--- config.mk ---
export PLATFORM = sky130hd
export DESIGN_NAME = servo_command_line_parser_core
export DESIGN_NICKNAME = d
export VERILOG_FILES = /design/src/rtl/scp_pkg.sv /design/src/rtl/scp_ctrl.sv /design/src/rtl/scp_datapath.sv /design/src/rtl/servo_command_line_parser_core.sv
export SDC_FILE = /design/constraint.sdc
export NUM_CORES = 1
export LEC_CHECK = 0
export BUFFER_PORTS_ARGS = -buffer_cell sky130_fd_sc_hd__buf_2
export CORE_MARGIN = 2
export CORE_UTILIZATION = 25
export CTS_CLUSTER_DIAMETER = 200
export DETAILED_ROUTE_END_ITERATION = 8
export GPL_TIMING_DRIVEN = 0
export PLACE_DENSITY = 0.45
export SYNTH_ARGS = -nofsm -noshare
export SYNTH_HDL_FRONTEND = slang
export SYNTH_SLANG_ARGS = --single-unit
export TNS_END_PERCENT = 1
--- constraint.sdc ---
create_clock -name clk -period 7.9 [get_ports clk]
set_clock_uncertainty 0.1 [all_clocks]
set_input_delay 2.37 -clock clk [delete_from_list [all_inputs] [get_ports clk]]
set_output_delay 2.37 -clock clk [all_outputs]
set_load 0.03 [all_outputs]
--- src/rtl/scp_pkg.sv ---
`timescale 1ns / 1ps
// ----------------------------------------------------------------------------
// scp_pkg
// Shared types, codes and constants for the servo command line parser.
// ----------------------------------------------------------------------------
package scp_pkg;

  localparam int MAX_GROUPS = 16;
  localparam int IDX_W      = (MAX_GROUPS > 1) ? $clog2(MAX_GROUPS) : 1;
  localparam int CNT_W      = $clog2(MAX_GROUPS + 1);

  // Result kinds
  localparam logic [2:0] KIND_NONE   = 3'd0;
  localparam logic [2:0] KIND_STOP   = 3'd1;
  localparam logic [2:0] KIND_SERVO  = 3'd2;
  localparam logic [2:0] KIND_STATUS = 3'd3;
  localparam logic [2:0] KIND_PULSEQ = 3'd4;

  // Character codes
  localparam logic [7:0] CH_CR   = 8'd13;
  localparam logic [7:0] CH_HASH = 8'h23;
  localparam logic [7:0] CH_T    = 8'h54;
  localparam logic [7:0] CH_S    = 8'h53;
  localparam logic [7:0] CH_Q    = 8'h51;
  localparam logic [7:0] CH_P    = 8'h50;
  localparam logic [7:0] CH_O    = 8'h4F;
  localparam logic [7:0] CH_0    = 8'h30;
  localparam logic [7:0] CH_9    = 8'h39;

  localparam logic [2:0] STOP_LEN  = 3'd4;
  localparam logic [2:0] STOP_FAIL = 3'd7;

  typedef enum logic [3:0] {
    PH_START    = 4'd0,
    PH_GEN_Q    = 4'd1,
    PH_GEN_DIG  = 4'd2,
    PH_GEN_IGN  = 4'd3,
    PH_SV_CHAN  = 4'd4,
    PH_SV_SKIP  = 4'd5,
    PH_SV_PULSE = 4'd6,
    PH_SV_SPEED = 4'd7,
    PH_SV_TIME  = 4'd8,
    PH_SV_IDLE  = 4'd9
  } phase_t;

  typedef enum logic [1:0] {
    CS_RUN   = 2'd0,
    CS_FETCH = 2'd1,
    CS_EMIT  = 2'd2
  } ctrl_state_t;

  typedef struct packed {
    logic [7:0]  channel;
    logic [15:0] pulse;
    logic [15:0] speed;
    logic        speed_given;
  } group_t;

  // Controller -> datapath
  typedef struct packed {
    logic step;        // parse one ordinary character
    logic single;      // line end with one result, clears line
    logic idx_clr;     // start of group drain
    logic idx_inc;     // next group
    logic load_group;  // load current group into output register
    logic clear_line;  // drain done
  } scp_cmd_t;

  // Datapath -> controller
  typedef struct packed {
    logic is_cr;
    logic servo_drain;
    logic out_free;
    logic last_group;
  } scp_sts_t;

  function automatic logic [7:0] stop_char(input logic [1:0] pos);
    logic [7:0] c;
    case (pos)
      2'd0:    c = CH_S;
      2'd1:    c = CH_T;
      2'd2:    c = CH_O;
      default: c = CH_P;
    endcase
    return c;
  endfunction

endpackage

--- src/rtl/scp_ctrl.sv ---
`timescale 1ns / 1ps
// ----------------------------------------------------------------------------
// scp_ctrl
// Sequencer: character parsing, line end, drain of stored groups.
// ----------------------------------------------------------------------------
module scp_ctrl import scp_pkg::*; (
  input  logic     clk,
  input  logic     rst_n,
  input  logic     in_valid,
  output logic     in_ready,
  input  scp_sts_t sts,
  output scp_cmd_t cmd
);

  ctrl_state_t state_r, state_nxt;

  always_ff @(posedge clk) begin
    if (!rst_n) begin
      state_r <= CS_RUN;
    end else begin
      state_r <= state_nxt;
    end
  end

  always_comb begin
    state_nxt = state_r;
    unique case (state_r)
      CS_RUN: begin
        if (in_valid && in_ready && sts.is_cr && sts.servo_drain) begin
          state_nxt = CS_FETCH;
        end
      end
      CS_FETCH: state_nxt = CS_EMIT;
      CS_EMIT: begin
        if (sts.out_free) begin
          state_nxt = sts.last_group ? CS_RUN : CS_FETCH;
        end
      end
      default: state_nxt = CS_RUN;
    endcase
  end

  always_comb begin
    in_ready = 1'b0;
    cmd      = '0;
    unique case (state_r)
      CS_RUN: begin
        // a line end with one result needs the output register free
        in_ready = !sts.is_cr || sts.servo_drain || sts.out_free;
        if (in_valid && in_ready) begin
          if (!sts.is_cr) begin
            cmd.step = 1'b1;
          end else if (sts.servo_drain) begin
            cmd.idx_clr = 1'b1;
          end else begin
            cmd.single = 1'b1;
          end
        end
      end
      CS_FETCH: ;
      CS_EMIT: begin
        if (sts.out_free) begin
          cmd.load_group = 1'b1;
          cmd.clear_line = sts.last_group;
          cmd.idx_inc    = !sts.last_group;
        end
      end
      default: ;
    endcase
  end

endmodule

--- src/rtl/scp_datapath.sv ---
`timescale 1ns / 1ps
// ----------------------------------------------------------------------------
// scp_datapath
// Line parse registers, group store and output register.
// ----------------------------------------------------------------------------
module scp_datapath import scp_pkg::*; (
  input  logic        clk,
  input  logic        rst_n,
  input  logic [7:0]  in_char_code,
  input  scp_cmd_t    cmd,
  output scp_sts_t    sts,
  output logic        out_valid,
  input  logic        out_ready,
  output logic [2:0]  out_kind,
  output logic [7:0]  out_channel,
  output logic [15:0] out_pulse_width,
  output logic [15:0] out_speed,
  output logic        out_speed_given,
  output logic [15:0] out_move_time,
  output logic        out_time_given,
  output logic        out_dropped,
  output logic        out_last
);

  // line state
  phase_t           phase_r, phase_nxt;
  logic [2:0]       kind_r, kind_nxt;
  logic [2:0]       stop_r, stop_nxt;
  logic [15:0]      acc_r, acc_nxt;
  logic [CNT_W-1:0] count_r, count_nxt;
  logic [15:0]      time_r, time_nxt;
  logic             tgiven_r, tgiven_nxt;
  logic             ovf_r, ovf_nxt;
  group_t           cur_r, cur_nxt;

  // group store: holds all but the newest group, which lives in cur_r
  group_t           store [MAX_GROUPS];
  group_t           rd_data_r;
  logic             wr_en;
  logic [IDX_W-1:0] wr_idx;
  logic [IDX_W-1:0] idx_r, idx_nxt;

  logic [CNT_W-1:0] cnt_m1;
  logic [7:0]       c;
  logic             c_digit;
  logic [19:0]      acc_prod;
  logic [15:0]      acc_sat;
  logic             grp_ok;

  // output register
  logic             ov_r;
  logic [2:0]       o_kind_r;
  logic [7:0]       o_chan_r;
  logic [15:0]      o_pulse_r, o_speed_r, o_time_r;
  logic             o_sg_r, o_tg_r, o_drop_r, o_last_r;
  group_t           emit_grp;

  assign c        = in_char_code;
  assign c_digit  = (c >= CH_0) && (c <= CH_9);
  assign acc_prod = {1'b0, acc_r, 3'b000} + {3'b000, acc_r, 1'b0} + {16'd0, c[3:0]};
  assign acc_sat  = (acc_prod > 20'd65535) ? 16'hFFFF : acc_prod[15:0];
  assign cnt_m1   = count_r - CNT_W'(1);
  assign grp_ok   = !ovf_r && (count_r != '0);

  assign sts.is_cr       = (c == CH_CR);
  assign sts.servo_drain = (kind_r == KIND_SERVO) && (count_r != '0);
  assign sts.out_free    = !ov_r || out_ready;
  assign sts.last_group  = (idx_r == cnt_m1[IDX_W-1:0]);

  // character step and line clear
  always_comb begin
    phase_nxt  = phase_r;
    kind_nxt   = kind_r;
    stop_nxt   = stop_r;
    acc_nxt    = acc_r;
    count_nxt  = count_r;
    time_nxt   = time_r;
    tgiven_nxt = tgiven_r;
    ovf_nxt    = ovf_r;
    cur_nxt    = cur_r;
    wr_en      = 1'b0;
    wr_idx     = cnt_m1[IDX_W-1:0];

    if (cmd.step) begin
      if (kind_r != KIND_SERVO) begin
        if (stop_r < STOP_LEN && c == stop_char(stop_r[1:0])) begin
          stop_nxt = stop_r + 3'd1;
        end else begin
          stop_nxt = STOP_FAIL;
        end
      end

      // line start: '#' opens a group, 'Q' a status query, anything else a pulse width query
      if (phase_r == PH_START) begin
        acc_nxt = '0;
        if (c == CH_HASH) begin
          kind_nxt  = KIND_SERVO;
          phase_nxt = PH_SV_CHAN;
          cur_nxt   = '0;
          count_nxt = count_r + CNT_W'(1);
        end else if (c == CH_Q) begin
          kind_nxt  = KIND_STATUS;
          phase_nxt = PH_GEN_Q;
        end else begin
          kind_nxt  = KIND_PULSEQ;
          phase_nxt = PH_GEN_DIG;
        end
      end else if (kind_r == KIND_SERVO) begin
        if (phase_r == PH_SV_CHAN) begin
          if (grp_ok) cur_nxt.channel = c - CH_0;
          phase_nxt = PH_SV_SKIP;
        end else if (phase_r == PH_SV_SKIP) begin
          acc_nxt   = '0;
          phase_nxt = PH_SV_PULSE;
        end else if ((phase_r == PH_SV_PULSE || phase_r == PH_SV_SPEED ||
                      phase_r == PH_SV_TIME) && c_digit) begin
          acc_nxt = acc_sat;
          if (phase_r == PH_SV_TIME) begin
            time_nxt = acc_sat;
          end else if (grp_ok && phase_r == PH_SV_PULSE) begin
            cur_nxt.pulse = acc_sat;
          end else if (grp_ok) begin
            cur_nxt.speed = acc_sat;
          end
        end else begin
          // command character dispatch
          acc_nxt = '0;
          if (c == CH_HASH) begin
            phase_nxt = PH_SV_CHAN;
            if (count_r < CNT_W'(MAX_GROUPS)) begin
              wr_en     = (count_r != '0);
              cur_nxt   = '0;
              count_nxt = count_r + CNT_W'(1);
            end else begin
              ovf_nxt = 1'b1;
            end
          end else if (c == CH_T) begin
            time_nxt   = '0;
            tgiven_nxt = 1'b1;
            phase_nxt  = PH_SV_TIME;
          end else if (c == CH_S) begin
            if (grp_ok) begin
              cur_nxt.speed       = '0;
              cur_nxt.speed_given = 1'b1;
            end
            phase_nxt = PH_SV_SPEED;
          end else begin
            phase_nxt = PH_SV_IDLE;
          end
        end
      end else begin
        if (phase_r == PH_GEN_Q) begin
          if (c == CH_P) begin
            kind_nxt  = KIND_PULSEQ;
            phase_nxt = PH_GEN_DIG;
          end else begin
            phase_nxt = PH_GEN_IGN;
          end
        end else if (phase_r == PH_GEN_DIG) begin
          if (c_digit) acc_nxt = acc_sat;
          else phase_nxt = PH_GEN_IGN;
        end
      end
    end

    if (cmd.single || cmd.clear_line) begin
      phase_nxt  = PH_START;
      kind_nxt   = KIND_NONE;
      stop_nxt   = '0;
      acc_nxt    = '0;
      count_nxt  = '0;
      time_nxt   = '0;
      tgiven_nxt = 1'b0;
      ovf_nxt    = 1'b0;
    end
  end

  always_comb begin
    idx_nxt = idx_r;
    if (cmd.idx_clr) idx_nxt = '0;
    else if (cmd.idx_inc) idx_nxt = idx_r + IDX_W'(1);
  end

  always_ff @(posedge clk) begin
    if (!rst_n) begin
      phase_r  <= PH_START;
      kind_r   <= KIND_NONE;
      stop_r   <= '0;
      acc_r    <= '0;
      count_r  <= '0;
      time_r   <= '0;
      tgiven_r <= 1'b0;
      ovf_r    <= 1'b0;
      idx_r    <= '0;
    end else begin
      phase_r  <= phase_nxt;
      kind_r   <= kind_nxt;
      stop_r   <= stop_nxt;
      acc_r    <= acc_nxt;
      count_r  <= count_nxt;
      time_r   <= time_nxt;
      tgiven_r <= tgiven_nxt;
      ovf_r    <= ovf_nxt;
      idx_r    <= idx_nxt;
    end
  end

  always_ff @(posedge clk) begin
    cur_r <= cur_nxt;
  end

  // store write and registered read
  always_ff @(posedge clk) begin
    if (wr_en) store[wr_idx] <= cur_r;
    rd_data_r <= store[idx_r];
  end

  assign emit_grp = sts.last_group ? cur_r : rd_data_r;

  always_ff @(posedge clk) begin
    if (!rst_n) begin
      ov_r <= 1'b0;
    end else if (cmd.single || cmd.load_group) begin
      ov_r <= 1'b1;
    end else if (out_ready) begin
      ov_r <= 1'b0;
    end
  end

  always_ff @(posedge clk) begin
    if (cmd.single) begin
      o_chan_r  <= '0;
      o_pulse_r <= '0;
      o_speed_r <= '0;
      o_sg_r    <= 1'b0;
      o_time_r  <= '0;
      o_tg_r    <= 1'b0;
      o_drop_r  <= 1'b0;
      o_last_r  <= 1'b1;
      if (stop_r == STOP_LEN) begin
        o_kind_r <= KIND_STOP;
      end else if (kind_r == KIND_PULSEQ) begin
        o_kind_r <= KIND_PULSEQ;
        o_chan_r <= (acc_r > 16'd255) ? 8'hFF : acc_r[7:0];
      end else if (kind_r == KIND_STATUS) begin
        o_kind_r <= KIND_STATUS;
      end else begin
        o_kind_r <= KIND_NONE;
      end
    end else if (cmd.load_group) begin
      o_kind_r  <= KIND_SERVO;
      o_chan_r  <= emit_grp.channel;
      o_pulse_r <= emit_grp.pulse;
      o_speed_r <= emit_grp.speed;
      o_sg_r    <= emit_grp.speed_given;
      o_time_r  <= time_r;
      o_tg_r    <= tgiven_r;
      o_drop_r  <= ovf_r;
      o_last_r  <= sts.last_group;
    end
  end

  assign out_valid       = ov_r;
  assign out_kind        = o_kind_r;
  assign out_channel     = o_chan_r;
  assign out_pulse_width = o_pulse_r;
  assign out_speed       = o_speed_r;
  assign out_speed_given = o_sg_r;
  assign out_move_time   = o_time_r;
  assign out_time_given  = o_tg_r;
  assign out_dropped     = o_drop_r;
  assign out_last        = o_last_r;

endmodule

--- src/rtl/servo_command_line_parser_core.sv ---
`timescale 1ns / 1ps
// ----------------------------------------------------------------------------
// servo_command_line_parser_core
// Character-at-a-time parser for servo controller command lines.
// ----------------------------------------------------------------------------
// Usage:
//   in_* carries one character per transfer; carriage return ends a line.
//   out_* carries result items: one per line end, or one per stored servo
//   group on a move line, with out_last set on the final one.
// Timing:
//   Ordinary characters: one per cycle outside a move-line drain, no result.
//   Line end with a single result: the result is in the output register the
//   cycle after the transfer; the next character is taken meanwhile.
//   Move line with N groups: after the carriage return the sequencer steps
//   through a fetch state (one store read) and an emit state (one load of
//   the output register) per group; in_ready is low for the whole drain.
// Reset: rst_n low returns the parser to line start with no result pending.
// Stall: a held result keeps its value; ordinary characters still transfer,
//   but a single-result line end (and a move-line drain) waits for the output register.
// ----------------------------------------------------------------------------
module servo_command_line_parser_core import scp_pkg::*; (
  input  logic        clk,
  input  logic        rst_n,
  input  logic        in_valid,
  output logic        in_ready,
  input  logic [7:0]  in_char_code,
  output logic        out_valid,
  input  logic        out_ready,
  output logic [2:0]  out_kind,
  output logic [7:0]  out_channel,
  output logic [15:0] out_pulse_width,
  output logic [15:0] out_speed,
  output logic        out_speed_given,
  output logic [15:0] out_move_time,
  output logic        out_time_given,
  output logic        out_dropped,
  output logic        out_last
);

  scp_cmd_t cmd;   // sequencer commands
  scp_sts_t sts;   // datapath status

  // Sequencer: run / fetch / emit
  scp_ctrl u_ctrl (
    .clk      (clk),
    .rst_n    (rst_n),
    .in_valid (in_valid),
    .in_ready (in_ready),
    .sts      (sts),
    .cmd      (cmd)
  );

  // Parse registers, group store, output register
  scp_datapath u_dp (
    .clk             (clk),
    .rst_n           (rst_n),
    .in_char_code    (in_char_code),
    .cmd             (cmd),
    .sts             (sts),
    .out_valid       (out_valid),
    .out_ready       (out_ready),
    .out_kind        (out_kind),
    .out_channel     (out_channel),
    .out_pulse_width (out_pulse_width),
    .out_speed       (out_speed),
    .out_speed_given (out_speed_given),
    .out_move_time   (out_move_time),
    .out_time_given  (out_time_given),
    .out_dropped     (out_dropped),
    .out_last        (out_last)
  );

endmodule

-- Word level (Yosys, flattened, before mapping)
Memory sizes are Yosys's and may differ from the RTL's. A register that Yosys moved wholly into a read port is not among the register bits.
Index checks and enable logic that the tools add are counted.
- bits in latches: 0
- output and inout bits: 65
- register bits after elaboration: 160
- bits in read-only memories: 0
- memory bits (writable): 656
- memories kept: 1
- word-level logic and storage cells: 252
- input bits: 12
- bitwise logic cells: 7
- reductions and logical operators: 52
- div/mod/pow operators: 0
- $lt $le $gt $ge: 6
- $mul: 0
- eq/ne operators: 54
- shift-type cells: 0
- add/subtract/negate cells: 7
- muxes and demuxes: 101
- memory list (memory ; words ; width ; read ports ; clocked after Yosys merged registers in ; wr ports ; RTL line ; RTL):
    u_dp.store ; 16 ; 41 ; 1 ; 1 ; 1 ; scp_datapath.sv:37 ; group_t store [MAX_GROUPS];
- operators with widths (kind ; count):
    $mux 16 ; 16
    $mux 41 ; 6
    $mux 8 ; 10
    $mux 17 ; 4
    $mux 32 ; 2
    $mux 4 ; 12
    $mux 3 ; 15
    $mux 5 ; 8
    $reduce_and 8->1 ; 5
    $mux 33 ; 1
    $eq 8x7->1 const B ; 4
    $mux 24 ; 1
    $add 19x17->20 ; 1
    $add 20x4->20 ; 1
    $gt 20x16->1 const B ; 1
    $mux 1 ; 19
    $ne 3x2->1 const B ; 6
    $eq 4x3->1 const B ; 4
    $gt 16x8->1 const B ; 1
    $ne 3x1->1 const B ; 5
    $ne 3x3->1 const B ; 5
    $pmux 5 s3 ; 1
    $reduce_bool 2->1 ; 7
    $ne 2x1->1 const B ; 6
    other kinds (42) ; 86

-- Longest topological paths before layout
- depth after elaboration: 12
- gate-level depth with buffers: 14
- gate-level depth less buffers: 10

-- Cells and area by module
Synthesis repeated with hierarchy kept, for this count alone.
- cells, all modules: 1910
- area total of the unflattened synthesis: 33863.7 sq um
- by module, submodules not included (module ; area an instance (sq um) ; times used ; cells an instance ; sequential area each (sq um)):
    scp_datapath ; 33698.6 ; 1 ; 1890 ; 24203.2
    scp_ctrl ; 165.2 ; 1 ; 20 ; 40.0

-- Worst setup path before layout
OpenSTA, ideal clock, no wires.
- kind: in2out
- start: input port in_char_code[4]
- end: output port in_ready
- arrival: 3.647 ns
- cell stages on the path: 5
- required time: 5.430 ns
- buffers on the path: 0
- setup slack: 1.783 ns
- cells stage by stage: inv_1 -> ha_1 -> nand3_1 -> nor3_1 -> a311oi_1
- longest elaborated chain between the ends: 5
- RTL lines (item ; RTL line ; RTL):
    start: declaration ; servo_command_line_parser_core.sv:26 ; input logic [7:0] in_char_code,
    $eq 8x4->1 ; scp_datapath.sv:65 ; assign sts.is_cr = (c == CH_CR);
    $logic_not 1->1 ; scp_ctrl.sv:49 ; in_ready = !sts.is_cr || sts.servo_drain || sts.out_free;
    $logic_or 1x1->1 (2 in a row) ; scp_ctrl.sv:49 ;
    $mux 1 ; scp_ctrl.sv:46 ; unique case (state_r)
    end: declaration ; servo_command_line_parser_core.sv:25 ; output logic in_ready,
Every way passes these cells.

-- Worst setup path after layout
Ends and elaborated chain as after synthesis.

==> metrics.txt <==
status=complete, no violations; Final nets=2173; syn_area_per_cell=17.8 um2; Seq pwr share=52.0%; Final Power=9.58 mW; row count=135; CTS HTree Levels=3; Worst Path Arrival=3890 ps; combinational group share of total power=1.7%; post-CTS setup buffer count=0; Cell Area, Synth=34000 um2; P&R area growth vs syn=19.5%; worst hold path class=reg -> reg; Cell Pwr Density=236 nW/um2; Max Clock Freq=157 MHz; DR vias/cell=4.68; Peak VDD IR=0.171 mV; number of remaining DRC errors=0; initial antenna violation count=4; cells resized by post-CTS repair=0; clock root cell=clkbuf_16; cell-internal power=7.57 mW; later-pin clock latency in the skew report=670 ps; CTS tree=built; share of cells above drive strength 1=24.7%; post-route ant nets=0; I/O pin cnt=77; EDFF count, synth=708; Synth Register Bits=857; Starting Density=25.1%; GRT Util Overall=13.7%; commonest cells after routing, fill and taps aside=edfxtp_1, mux4_2, dfxtp_1, a21oi_1, buf_2; CP cell instances=buf_2 -> inv_1 -> ha_1 -> nand3_1 -> nor3_1 -> a311oi_1 -> buf_2; Slew Limit Fails=0; DIE HEIGHT=373 um; clk sink count=857; Core ar.=135000 um2; hold buffers post-CTS=0; Max-Cap Viols=0; Max FO, Critical Path=7; largest net degree at the start of global routing=21; CP required=5430 ps; Worst slew margin=15.9%; gp weighted congestion=0.857; switching fraction of total power=21.1%; startpoint types=primary input; sequential area share after synthesis=71.3%; ys flop type=edfxtp_1; worst slew pin tran=1260 ps; CTS buffer count=95; Syn Nets=1965; CP max stage cell=nor3_1; RSZ-0062 raised after global routing=no; Async SR Flop Fraction=0%; max incr delay on CP=500 ps; vias in the first global route=19162; Final Hold Viols=0; Die Area=139000 um2; average wire per standard cell=24.3 um; first drt pass iteration count=5; hpwl dp=64700 um; GRT overflow=0; final core occ=30.0%; total number of vias=18611; Finish-stage setup viols=0; initial drt markers=1677; Switch Pwr=2.02 mW; Final Cycle Share=80.5%; YS warnings=0; Synth cell types=70; Clock Power Share=46.3%; Leakage=12.8 nW; Max Root-Sink Buffers=3; global-route wire length before repair=139000 um; fin crit period=6360 ps; most common cell after layout, fill and taps aside=edfxtp_1; IO Port Bufs=75; Post-Synthesis Cells=1906; CP most frequent cell=buf_2; final WL=96600 um; clk slew on worst S/H paths=60 ps; Crit Path Class=in -> out; Worst Setup End Kind=output pin; die width=373 um
==> kinds of logic after synthesis <==
| group | Yosys count | share of synthesized area [%] |
|---|---|---|
| flops | 857 | 71.3 |
| simple gates | 297 | 4.17 |
| compound gates | 281 | 5.00 |
| mux | 254 | 15.0 |
| buf+inv | 140 | 1.94 |
| fa+ha+maj | 47 | 1.77 |
| xor+xnor | 30 | 0.795 |
==> worst max-delay path, delay by kind of cell <==
family	cells	cell delay, ps
compound gates	1	200
buf+inv	3	490
simple gates	2	650
fa+ha+maj	1	170
==> flip-flops by register name (all words and copies together), names as in the netlist, 2 cells and up <==
register	flops
u_dp.out_channel	8
u_dp.out_move_time	16
u_dp.acc_r	16
u_dp.store	656
u_dp.rd_data_r	41
u_dp.time_r	16
u_dp.kind_r	3
u_dp.out_speed	16
u_dp.out_pulse_width	16
u_dp.stop_r	3
u_dp.phase_r	4
u_dp.out_kind	3
u_dp.idx_r	4
u_dp.count_r	5
u_dp.cur_r	41
u_ctrl.state_r	2
==> layer usage <==
metal  share of wire (%)  track usage [%]  up-vias  routed length (um)
met5                   0                0        -                   0
met2                  47             22.1      561               45600
li1                    -                -     8090                   -
met1                  46             19.0     9826               44200
met3                 4.9             2.35      134                4720
met4                 2.2             3.64        0                2150
==> layout make-up <==
cell class,instances,area (um2)
tap,1781,2230
inverter,21,78.8
multi-input combinational,909,9250
clock inverter,43,484
fill,13190,94700
clock buffer,133,2640
antenna,2,5.00
buffer,119,581
timing repair buffer,111,1120
sequential,857,24200
==> power groups by stage <==
stage               combinational (mW)  clock (mW)  sequential, mW
detailed placement               0.158           0            5.08
CTS                              0.159        4.53            4.98
global placement                 0.142           0            5.07
finish                           0.160        4.44            4.98
floorplan                       0.0981           0            5.05
global route                     0.175        4.72            4.99
==> path summary, 6_finish.rpt <==
kind | startpoint | depth (start not counted) | slack, ps | end
min reg2reg | u_dp.out_last | 2 | 350 | u_dp.out_last
min | u_dp.out_last | 2 | 350 | u_dp.out_last
max | in_char_code[4] | 7 | 1540 | in_ready
max reg2reg | u_dp.acc_r[1] | 12 | 3720 | u_dp.cur_r[28]
==> per-stage QoR <==
stage               area, um2  setup WS, ps  setup TNS (ps)  cells  hold slack, ps
floorplan               34000          1780               0   1906             332
detailed placement      37500          1610               0   3797             336
finish                  40600          1540               0   3976             355
global placement        36600         -1640         -984670   3762             344
CTS                     40600          1580               0   3973             354
global route            40600          1410               0   3974             390
==> Yosys cell counts, types with 11 or more instances <==
cell        n  area (um2)
a21boi_0   19         143
a21oi_1   124         621
a31oi_1    70         438
buf_2      37         185
clkbuf_1   61         229
dfxtp_1   149        2980
edfxtp_1  708       21300
ha_1       45         563
inv_1      21        78.8
mux2i_1    49         490
mux4_2    205        4620
nand2_1    75         282
nand3_1    16        80.1
nand4_1    12        75.1
nor2_1    120         450
nor3_1     12        60.1
o21ai_0    32         160
xnor2_1    18         158
xor2_1     11        96.3
Power figures use the tool's default switching activity.
